**src/hw/rtl/brf_pkg.sv**
```systemverilog
// Shared types, codes and helper functions for the banked register file.
`default_nettype none
package brf_pkg;

	localparam int GPR_PHYS = 31;
	localparam int GPR_AW = $clog2(GPR_PHYS);
	localparam int SPSR_NUM = 5;
	localparam int SPSR_AW = $clog2(SPSR_NUM);

	localparam logic [4:0] MODE_USR = 5'h10;
	localparam logic [4:0] MODE_FIQ = 5'h11;
	localparam logic [4:0] MODE_IRQ = 5'h12;
	localparam logic [4:0] MODE_SVC = 5'h13;
	localparam logic [4:0] MODE_ABT = 5'h17;
	localparam logic [4:0] MODE_UND = 5'h1B;
	localparam logic [4:0] MODE_SYS = 5'h1F;

	localparam logic [31:0] PSR_MODE_BIT4 = 32'h0000_0010;
	localparam logic [31:0] CPSR_RESET = 32'h0000_00D3;

	localparam logic [GPR_AW-1:0] PHYS_FIQ_R8 = GPR_AW'(13);
	localparam logic [GPR_AW-1:0] PHYS_BANK_R13 = GPR_AW'(18);
	localparam logic [GPR_AW-1:0] PHYS_R15 = GPR_AW'(30);

	typedef enum logic [2:0] {
		REQ_RD_REG  = 3'd0,
		REQ_WR_REG  = 3'd1,
		REQ_RD_CPSR = 3'd2,
		REQ_WR_CPSR = 3'd3,
		REQ_RD_SPSR = 3'd4,
		REQ_WR_SPSR = 3'd5,
		REQ_COND    = 3'd6
	} req_t;

	typedef enum logic [2:0] {
		BANK_USR = 3'd0,
		BANK_FIQ = 3'd1,
		BANK_IRQ = 3'd2,
		BANK_SVC = 3'd3,
		BANK_ABT = 3'd4,
		BANK_UND = 3'd5
	} bank_t;

	typedef enum logic [3:0] {
		COND_EQ = 4'd0,
		COND_NE = 4'd1,
		COND_CS = 4'd2,
		COND_CC = 4'd3,
		COND_MI = 4'd4,
		COND_PL = 4'd5,
		COND_VS = 4'd6,
		COND_VC = 4'd7,
		COND_HI = 4'd8,
		COND_LS = 4'd9,
		COND_GE = 4'd10,
		COND_LT = 4'd11,
		COND_GT = 4'd12,
		COND_LE = 4'd13,
		COND_AL = 4'd14,
		COND_NV = 4'd15
	} cond_t;

	typedef struct packed {
		logic [2:0]  req_type;
		logic [3:0]  reg_index;
		logic [31:0] write_data;
		logic [3:0]  cond_code;
	} in_word_t;

	typedef struct packed {
		logic [31:0] read_data;
		logic        cond_pass;
		logic        status;
	} out_word_t;

	function automatic logic mode_ok(input logic [4:0] mode);
		logic ok;
		case (mode)
			MODE_USR, MODE_FIQ, MODE_IRQ, MODE_SVC,
			MODE_ABT, MODE_UND, MODE_SYS: ok = 1'b1;
			default: ok = 1'b0;
		endcase
		return ok;
	endfunction

	function automatic bank_t mode_bank(input logic [4:0] mode);
		bank_t b;
		case (mode)
			MODE_FIQ: b = BANK_FIQ;
			MODE_IRQ: b = BANK_IRQ;
			MODE_SVC: b = BANK_SVC;
			MODE_ABT: b = BANK_ABT;
			MODE_UND: b = BANK_UND;
			default:  b = BANK_USR;
		endcase
		return b;
	endfunction

	function automatic logic [GPR_AW-1:0] phys_idx(input logic [3:0] idx, input bank_t b);
		logic [GPR_AW-1:0] p;
		if (idx == 4'd15) begin
			p = PHYS_R15;
		end else if (idx inside {4'd13, 4'd14}) begin
			p = PHYS_BANK_R13 + {1'b0, b, 1'b0} + {4'd0, ~idx[0]};
		end else if (idx inside {[4'd8:4'd12]} && b == BANK_FIQ) begin
			p = PHYS_FIQ_R8 + {1'b0, idx - 4'd8};
		end else begin
			p = {1'b0, idx};
		end
		return p;
	endfunction

	function automatic logic [SPSR_AW-1:0] spsr_idx(input bank_t b);
		return SPSR_AW'(b - BANK_FIQ);
	endfunction

	function automatic logic cond_holds(input logic [3:0] cond, input logic [3:0] nzcv);
		logic n, z, c, v, r;
		n = nzcv[3];
		z = nzcv[2];
		c = nzcv[1];
		v = nzcv[0];
		case (cond_t'(cond))
			COND_EQ: r = z;
			COND_NE: r = !z;
			COND_CS: r = c;
			COND_CC: r = !c;
			COND_MI: r = n;
			COND_PL: r = !n;
			COND_VS: r = v;
			COND_VC: r = !v;
			COND_HI: r = c && !z;
			COND_LS: r = !c || z;
			COND_GE: r = n == v;
			COND_LT: r = n != v;
			COND_GT: r = !z && (n == v);
			COND_LE: r = z || (n != v);
			COND_AL: r = 1'b1;
			COND_NV: r = 1'b0;
			default: r = 1'b0;
		endcase
		return r;
	endfunction

endpackage
`default_nettype wire

```
**src/hw/rtl/brf_gpr.sv**
```systemverilog
// Physical general-purpose registers, one read and one write port.
`default_nettype none
module brf_gpr
	import brf_pkg::*;
(
	input  wire logic              clk,
	input  wire logic              arst_n,
	input  wire logic [GPR_AW-1:0] rd_addr,
	output logic [31:0]            rd_data,
	input  wire logic              wr_en,
	input  wire logic [GPR_AW-1:0] wr_addr,
	input  wire logic [31:0]       wr_data
);

	logic [31:0] regs_q [GPR_PHYS];

	always_ff @(posedge clk or negedge arst_n) begin
		if (!arst_n) begin
			for (int i = 0; i < GPR_PHYS; i++) begin
				regs_q[i] <= '0;
			end
		end else if (wr_en) begin
			regs_q[wr_addr] <= wr_data;
		end
	end

	assign rd_data = regs_q[rd_addr];

endmodule
`default_nettype wire

```
**src/hw/rtl/banked_register_file_with_psr_top.sv**
```systemverilog
// Banked register file with CPSR/SPSR and condition evaluation.
// Each accepted word is held in an input register, then its result is held in a result register.
// Throughput: one word per cycle while out_ready does not stall the output; each word executes in a single pass
// against the register state left by the word before it.
// Reset: registers and SPSRs clear to zero, CPSR to 0xD3 (SVC, IRQ/FIQ masked).
`default_nettype none
module banked_register_file_with_psr_top
	import brf_pkg::*;
(
	input  wire logic      clk,
	input  wire logic      arst_n,
	input  wire logic      in_valid,
	output logic           in_ready,
	input  wire in_word_t  in_data,
	output logic           out_valid,
	input  wire logic      out_ready,
	output out_word_t      out_data
);

	logic        valid_s1;
	in_word_t    word_s1;
	logic        out_valid_q;
	out_word_t   out_data_q;
	logic [31:0] cpsr_q;
	logic [31:0] spsr_q [SPSR_NUM];

	logic              adv;
	bank_t             cur_bank;
	logic [GPR_AW-1:0] gpr_addr;
	logic [31:0]       gpr_rdata;
	logic              gpr_wr;
	logic [31:0]       new_psr;
	logic              new_ok;
	logic              has_spsr;
	logic [31:0]       spsr_rd;
	out_word_t         result;

	assign adv = valid_s1 && (!out_valid_q || out_ready);
	assign in_ready = !valid_s1 || adv;
	assign cur_bank = mode_bank(cpsr_q[4:0]);
	assign gpr_addr = phys_idx(word_s1.reg_index, cur_bank);
	assign gpr_wr = adv && req_t'(word_s1.req_type) == REQ_WR_REG;
	assign new_psr = word_s1.write_data | PSR_MODE_BIT4;
	assign new_ok = mode_ok(new_psr[4:0]);
	assign has_spsr = cur_bank != BANK_USR;
	assign spsr_rd = has_spsr ? spsr_q[spsr_idx(cur_bank)] : cpsr_q;

	brf_gpr u_gpr (
		.clk     (clk),
		.arst_n  (arst_n),
		.rd_addr (gpr_addr),
		.rd_data (gpr_rdata),
		.wr_en   (gpr_wr),
		.wr_addr (gpr_addr),
		.wr_data (word_s1.write_data)
	);

	always_comb begin
		result = '0;
		case (req_t'(word_s1.req_type))
			REQ_RD_REG:  result.read_data = gpr_rdata;
			REQ_RD_CPSR: result.read_data = cpsr_q;
			REQ_WR_CPSR: result.status = !new_ok;
			REQ_RD_SPSR: result.read_data = spsr_rd;
			REQ_COND:    result.cond_pass = cond_holds(word_s1.cond_code, cpsr_q[31:28]);
			default:     result = '0;
		endcase
	end

	always_ff @(posedge clk or negedge arst_n) begin
		if (!arst_n) begin
			valid_s1 <= 1'b0;
		end else if (in_valid && in_ready) begin
			valid_s1 <= 1'b1;
		end else if (adv) begin
			valid_s1 <= 1'b0;
		end
	end

	always_ff @(posedge clk) begin
		if (in_valid && in_ready) begin
			word_s1 <= in_data;
		end
	end

	always_ff @(posedge clk or negedge arst_n) begin
		if (!arst_n) begin
			out_valid_q <= 1'b0;
		end else if (adv) begin
			out_valid_q <= 1'b1;
		end else if (out_ready) begin
			out_valid_q <= 1'b0;
		end
	end

	always_ff @(posedge clk) begin
		if (adv) begin
			out_data_q <= result;
		end
	end

	always_ff @(posedge clk or negedge arst_n) begin
		if (!arst_n) begin
			cpsr_q <= CPSR_RESET;
		end else if (adv && req_t'(word_s1.req_type) == REQ_WR_CPSR && new_ok) begin
			cpsr_q <= new_psr;
		end
	end

	always_ff @(posedge clk or negedge arst_n) begin
		if (!arst_n) begin
			for (int i = 0; i < SPSR_NUM; i++) begin
				spsr_q[i] <= '0;
			end
		end else if (adv && req_t'(word_s1.req_type) == REQ_WR_SPSR && has_spsr) begin
			spsr_q[spsr_idx(cur_bank)] <= word_s1.write_data;
		end
	end

	assign out_valid = out_valid_q;
	assign out_data = out_data_q;

	a_cpsr_mode_valid: assert property (@(posedge clk) disable iff (!arst_n)
		mode_ok(cpsr_q[4:0]) && cpsr_q[4])
		else $error("CPSR holds an invalid mode");

	a_bad_mode_keeps_cpsr: assert property (@(posedge clk) disable iff (!arst_n)
		adv && req_t'(word_s1.req_type) == REQ_WR_CPSR && !new_ok |=> $stable(cpsr_q))
		else $error("rejected CPSR write changed CPSR");

	a_idle_keeps_cpsr: assert property (@(posedge clk) disable iff (!arst_n)
		!adv |=> $stable(cpsr_q))
		else $error("CPSR changed without an executing word");

	a_result_follows_exec: assert property (@(posedge clk) disable iff (!arst_n)
		adv |=> out_valid_q)
		else $error("executed word produced no result");

endmodule
`default_nettype wire

```
**config.mk**
```make
export PLATFORM = sky130hd
export DESIGN_NAME = banked_register_file_with_psr_top
export DESIGN_NICKNAME = d
export VERILOG_FILES = /design/src/hw/rtl/brf_pkg.sv /design/src/hw/rtl/brf_gpr.sv /design/src/hw/rtl/banked_register_file_with_psr_top.sv
export SDC_FILE = /design/constraint.sdc
export NUM_CORES = 2
export LEC_CHECK = 0
export BUFFER_PORTS_ARGS = -buffer_cell sky130_fd_sc_hd__buf_2
export CAP_MARGIN = 0
export CELL_PAD_IN_SITES_DETAIL_PLACEMENT = 1
export CELL_PAD_IN_SITES_GLOBAL_PLACEMENT = 2
export CORE_MARGIN = 2
export CORE_UTILIZATION = 35
export CTS_BUF_LIST = sky130_fd_sc_hd__clkbuf_4 sky130_fd_sc_hd__clkbuf_8
export DETAILED_ROUTE_END_ITERATION = 12
export HOLD_SLACK_MARGIN = 0.15
export PLACE_DENSITY = 0.76
export SYNTH_ARGS = -nofsm -noshare
export SYNTH_HDL_FRONTEND = slang
export SYNTH_SLANG_ARGS = --single-unit
```
**constraint.sdc**
```tcl
create_clock -name clk -period 7 [get_ports clk]
set_clock_uncertainty 0.1 [all_clocks]
set_input_delay 0.7 -clock clk [delete_from_list [all_inputs] [get_ports clk]]
set_output_delay 0.7 -clock clk [all_outputs]
set_load 0.005 [all_outputs]
```
Word-level counts from Yosys, hierarchy flattened

Cells that the tools add are included.

Register bits: 1262
Input port bits: 47
Output and inout port bits: 36

$add $sub $neg: 5
Order comparisons: 6
Equal/unequal tests: 38
Mux-type cells: 24
Bitwise gates (word level): 3
Reductions and logical operators: 32

Operators with widths:

| operator                                                         | count |
|---|---|
| 992-bit bitwise mux                                              | 1 |
| 32-bit two-way mux                                               | 7 |
| 32-bit binary-select mux with 5-bit select                       | 1 |
| 160-bit bitwise mux                                              | 1 |
| 32-bit demux with 5-bit select                                   | 1 |
| 32-bit binary-select mux with 3-bit select                       | 1 |
| 32-bit demux with 3-bit select                                   | 1 |
| 32-bit case mux with 3 select lines                              | 1 |
| 4-bit == test (second input constant)                            | 14 |
| 4-bit by 2-bit == test with 1-bit output (second input constant) | 6 |
| 4-bit by 3-bit == test with 1-bit output (second input constant) | 6 |
| 1-bit case mux with 16 select lines                              | 1 |
| 5-bit two-way mux                                                | 3 |
| 3-bit case mux with 5 select lines                               | 1 |
| 1-bit logical AND                                                | 13 |
| 4-bit by 1-bit == test with 1-bit output (second input constant) | 3 |
| 3-bit == test (second input constant)                            | 3 |
| 4-bit >= comparator (second input constant)                      | 2 |
| 4-bit zero test                                                  | 2 |
| 1-bit zero test                                                  | 7 |
| 7-bit OR reduction                                               | 1 |
| 3-bit by 1-bit == test with 1-bit output (second input constant) | 2 |
| 3-bit by 2-bit == test with 1-bit output (second input constant) | 2 |
| 6-bit >= comparator (second input constant)                      | 1 |
| 18 further kinds                                                 | 27 |

Logic depth before layout (Yosys ltp)

Depth in word-level cells: 13
Mapped depth: 20
Depth with buffers taken out: 12

Cells and area by module

A second synthesis with hierarchy kept.

Cells, all modules: 4116
Area, all modules: 57725.4 µm²

Modules (own cells, without submodules):

| module                            | times used | cells an instance | area each (µm²) | sequential area each (µm²) |
|---|---|---|---|---|
| brf_gpr                           | 1          | 3192              | 45696.3         | 24823.8 |
| banked_register_file_with_psr_top | 1          | 924               | 12029.0         | 7146.9 |

Worst setup path before layout

Ideal clock, no wire load.

Kind: register -> register
Start: register cpsr_q[1]
End: register out_data_q (netlist bit out_data[2]) (data pin)
Library setup time: 261 ps
Data arrival time: 3897 ps
Required time: 6639 ps
Path slack: 2742 ps
Stages on the path, launching flop included: 19
Path buffers: 6
Path through: dfstp_2 > nand2b_1 > and3b_1 > buf_2 > buf_1 > clkbuf_1 > ha_1 > nand2_1 > a2111oi_0 > o21ai_1 > nand3_2 > buf_2 > buf_2 > buf_2 > mux2i_1 > a21oi_1 > a22oi_1 > nand3_1 > a221o_1

Cells in the longest elaborated chain, start to end: 12
Elaborated cells between the ends (all ways): 25

RTL lines:

| item                                                                                           | line                                     | source |
|---|---|---|
| from (decl)                                                                                    | banked_register_file_with_psr_top.sv:24  | `logic [31:0] cpsr_q;` |
| from (signal assigned)                                                                         | banked_register_file_with_psr_top.sv:106 | `cpsr_q <= new_psr;` |
| 4-bit == test (tied with other cells)                                                          | brf_pkg.sv:88                            | `case (mode)` |
| 3-bit case mux with 5 select lines (*)                                                         | brf_pkg.sv:88                            |  |
| parallel branches: the longest is 9 deep, another holds 5-bit by 4-bit adder with 5-bit output | n/a                                      |  |
| 32-bit case mux with 3 select lines (*)                                                        | banked_register_file_with_psr_top.sv:60  | `case (req_t'(word_s1.req_type))` |
| to (signal assigned)                                                                           | banked_register_file_with_psr_top.sv:98  | `out_data_q <= result;` |
| to (decl)                                                                                      | banked_register_file_with_psr_top.sv:23  | `out_word_t out_data_q;` |

Every way passes the cells marked *. The select of a mux whose other input is x is not followed.
A chain may end at the register's enable or synchronous reset.

Final worst setup path

Start: register cpsr_q[1]
End: register u_gpr.regs_q[642] (netlist name)

Cells in the longest elaborated chain, start to end: 13
Elaborated cells between the ends (all ways): 20

RTL lines:

| item                                                                                                       | line           | source |
|---|---|---|
| 4-bit == test (tied with other cells)                                                                      | brf_pkg.sv:88  |  |
| 3-bit case mux with 5 select lines (*)                                                                     | brf_pkg.sv:88  |  |
| parallel branches: the longest is 3 deep, another holds 5-bit by 4-bit adder with 5-bit output             | n/a            |  |
| 5-bit two-way mux (*)                                                                                      | brf_pkg.sv:103 | `end else if (idx inside {4'd13, 4'd14}) begin` |
| 5-bit two-way mux (*)                                                                                      | brf_pkg.sv:101 | `if (idx == 4'd15) begin` |
| 5-bit inverter with 6-bit output (implied by the code) (*)                                                 | brf_gpr.sv:23  | `regs_q[wr_addr] <= wr_data;` |
| 6-bit >= comparator (implied by the code) or 6-bit by 1-bit < comparator with 1-bit output (tied branches) | brf_gpr.sv:23  |  |
| 1-bit logical AND (implied by the code)                                                                    | brf_gpr.sv:23  |  |
| 32-bit two-way mux (implied by the code)                                                                   | brf_gpr.sv:23  |  |
| 32-bit demux with 5-bit select (*)                                                                         | brf_gpr.sv:23  |  |
| 992-bit bitwise mux (*)                                                                                    | brf_gpr.sv:23  |  |
| to (signal, indexed assignment)                                                                            | brf_gpr.sv:23  |  |
| to (decl)                                                                                                  | brf_gpr.sv:15  | `logic [31:0] regs_q [GPR_PHYS];` |

Every way passes the cells marked *.

==> impl_metrics.tcl <==
set metrics [dict create \
    status "finished clean" \
    synth_area_leaders "dfrtp_1 51%, mux2_2 22%, nand2_1 6.8%" \
    grtUsageTotal_pct 22.73 \
    placed_area_sq_um 60470 \
    finalPower_uw 18160 \
    synthesis.instances 5071 \
    async_reset_ff_share_pct 93.90 \
    grt_max_degree 176 \
    final-setup-viol-count 0 \
    ir_worst_vdd_mv 0.2386 \
    syn_area_sq_um 57970 \
    synth_top_cells_by_count "1181 x dfrtp_1, 1155 x mux2_2, 1047 x nand2_1, 437 x nand3_1, 262 x a21oi_1" \
    dp_hpwl_microns 106200 \
    final_hold_viol_count 0 \
    cts.sinks 1262 \
    rr_endpoint "u_gpr.regs_q[642]" \
    syn_area_per_cell_sq_um 11.43 \
    setup-tns-final_ps 0 \
    die_h_microns 411.0 \
    cp-start-kind "flip-flop" \
    synth_nets 5126 \
    fmax_ghz 0.1783 \
    final_area_sq_um 65530 \
    cts_tree "built" \
    worstSetupEndpoint "u_gpr.regs_q[642]" \
    cts_root_buf "clkbuf_8" \
    area_growth_pct 13.04 \
    drt_iter0_markers 2897 \
    grt_pass1_wl_microns 288000 \
    antenna_found_initial 6 \
    required_ps 7710 \
    sw_frac_of_total_pct 29.82 \
    r2r_cells 10 \
    period_share_pct 80.14 \
    max_cap_violations 0 \
    nFillCells 17740 \
    yosys_warnings 0 \
    rsz0062_at_grt "false" \
    ff_latch_area_sq_um 31970 \
    routed_wirelength_microns 193100 \
    via_per_inst 5.494 \
    insertion_delay_ps 980 \
    rows 149 \
    clk_pin_slew_ps 60 \
    final_cells 7411 \
    multi_input_area_sq_um 24300 \
    drive_gt1_share_pct 35.30 \
    arrival_ps 6320 \
    ys_seq_elements 1262 \
    pin_count 83 \
    crit_type "reg -> reg" \
    post_cts_buffers 0 \
    combPwrFrac_pct 15.7 \
    synth_top_cell_by_area "dfrtp_1" \
    start_util_pct 35.18 \
    synth_edf_count 77 \
    p_leak_uw 0.03177 \
    portBuffers 82 \
    crit_path_end_kind "flip-flop" \
    min_path_type "in -> async" \
    finalMaxSlewViolations 0 \
    vias 40720 \
    relSlewSlack_pct 10.29 \
    p_sw_uw 5416 \
    r2r_start "cpsr_q[1]" \
    overflow 0 \
    clockBufferDepth 3 \
    power.share.sequential_pct 45.1 \
    routabilityCongestion 0.7644 \
    cp_max_fo 52 \
    layout.nets 5104 \
    pwr-share-clk_pct 39.2 \
    grt_pass1_vias 43320 \
    p_int_uw 12750 \
    synth_most_common_cell "dfrtp_1" \
    fin_crit_ps 5610 \
    core_sq_um 164800 \
    synth_top_cell_area_share_pct 50.98 \
    worst_pin_slew_ps 1346 \
    remaining_drc_errors 0 \
    drt-wirelength-per-cell_microns 26.05 \
    dr.pass1.iters 5 \
    ys_types 63 \
    die-area_sq_um 168900 \
    crit_start "cpsr_q[1]" \
    synth-seq-area-share_pct 55.15 \
    rrSetupSlack_ps 1390 \
    die_x_microns 411.0 \
    cts_made_buffers 215 \
    p_per_area_nw_per_um2 277.2 \
    ys.flop_type "dfrtp_1" \
    htree_levels 4 \
    antenna_left 0 \
    dp.cells 6974 \
]
==> metrics by stage <==
step           utilization (%)  hold WS [ps]  setup WS (ps)
2_1_floorplan                -         304.4           2742
3_3_place_gp             36.69         361.5           1425
3_5_place_dp             36.69         380.8           1384
4_1_cts                  39.76         219.8           1359
5_1_grt                  39.77         292.0           1032
6_report                 39.77         283.2           1390
==> cell type report <==
| type | instances | share of cell area [%] |
|---|---|---|
| Clock buffer | 349 | 6.442 |
| Antenna cell | 1 | 0.003818 |
| Tap cell | 2189 | 4.179 |
| Clock inverter | 40 | 0.5651 |
| Multi-Input combinational cell | 3322 | 37.07 |
| Sequential cell | 1262 | 48.78 |
| Timing Repair Buffer | 240 | 2.906 |
| Inverter | 8 | 0.04582 |
==> cells in the final DEF (no fill, tap or decap), types with 38 or more instances in the layout <==
cell type / netlist / final
dfrtp_1: 1181 / 1181
mux2_2: 1155 / 1155
nand2_1: 1047 / 1026
nand3_1: 437 / 434
a21oi_1: 262 / 261
clkbuf_8: 0 / 256
buf_4: 13 / 97
clkbuf_4: 0 / 93
buf_2: 99 / 81
edfxtp_1: 77 / 77
dlygate4sd3_1: 0 / 47
mux2i_1: 39 / 39
a22oi_1: 38 / 38
==> sequential cells by signal, indices dropped and copies added (netlist names) <==
register,cells
spsr_q,160
new_psr,31
word_s1,12
cpsr_q,31
valid_s1,1
u_gpr.regs_q,992
out_valid,1
out_data,34
==> worst min path at each step <==
stage	to	slack (ps)	cells past startpoint
detailed placement	u_gpr.regs_q[769]	380	1
floorplan	cpsr_q[10]	300	0
finish	u_gpr.regs_q[933]	280	2
CTS	new_psr[21]	220	2
global route	new_psr[19]	290	2
global placement	out_valid	360	1
==> critical path: stages, from the launching register on <==
cell,delay [ps]
dfstp_2,560
nand2b_1,110
and3b_4,650
ha_2,300
nand2_1,90
a2111oi_0,410
o21ai_1,200
and3_4,490
nor3_2,920
nand2_2,1000
mux2_2,590
==> kinds of logic after synthesis <==
group | Yosys count | synth area share, %
multiplexers | 1227 | 23.83
buffers and inverters | 487 | 3.464
AO/OA/AOI/OAI | 454 | 5.169
adder cells (fa/ha/maj) | 8 | 0.1727
XOR/XNOR | 10 | 0.1640
AND/OR/NAND/NOR | 1623 | 12.05
flip-flops | 1262 | 55.15
==> timing repair <==
| action | 4_1_cts | 5_1_grt |
|---|---|---|
| hold buffers | 47 | 0 |
| endpoints found under the hold margin | 163 | 0 |
| gates resized for setup | 0 | 0 |
==> layer usage <==
metal  share of wire (%)  GRT usage, %  vias up
met4                 2.7         7.086        2
met5              0.0078             0        -
met2                  48         37.51      948
li1                    -             -    17650
met3                 4.4         3.242      316
met1                  45         30.86    21800
==> power groups by stage <==
stage          Clock, uW  Sequential (uW)  Combinational (uW)
6_report            7120             8200                2840
5_1_grt             7590             8250                3080
4_1_cts             7290             8190                2860
3_5_place_dp           0             8320                2830
3_3_place_gp           0             8290                2780
2_1_floorplan          0             8220                1760
Power figures use the tool's default switching activity.
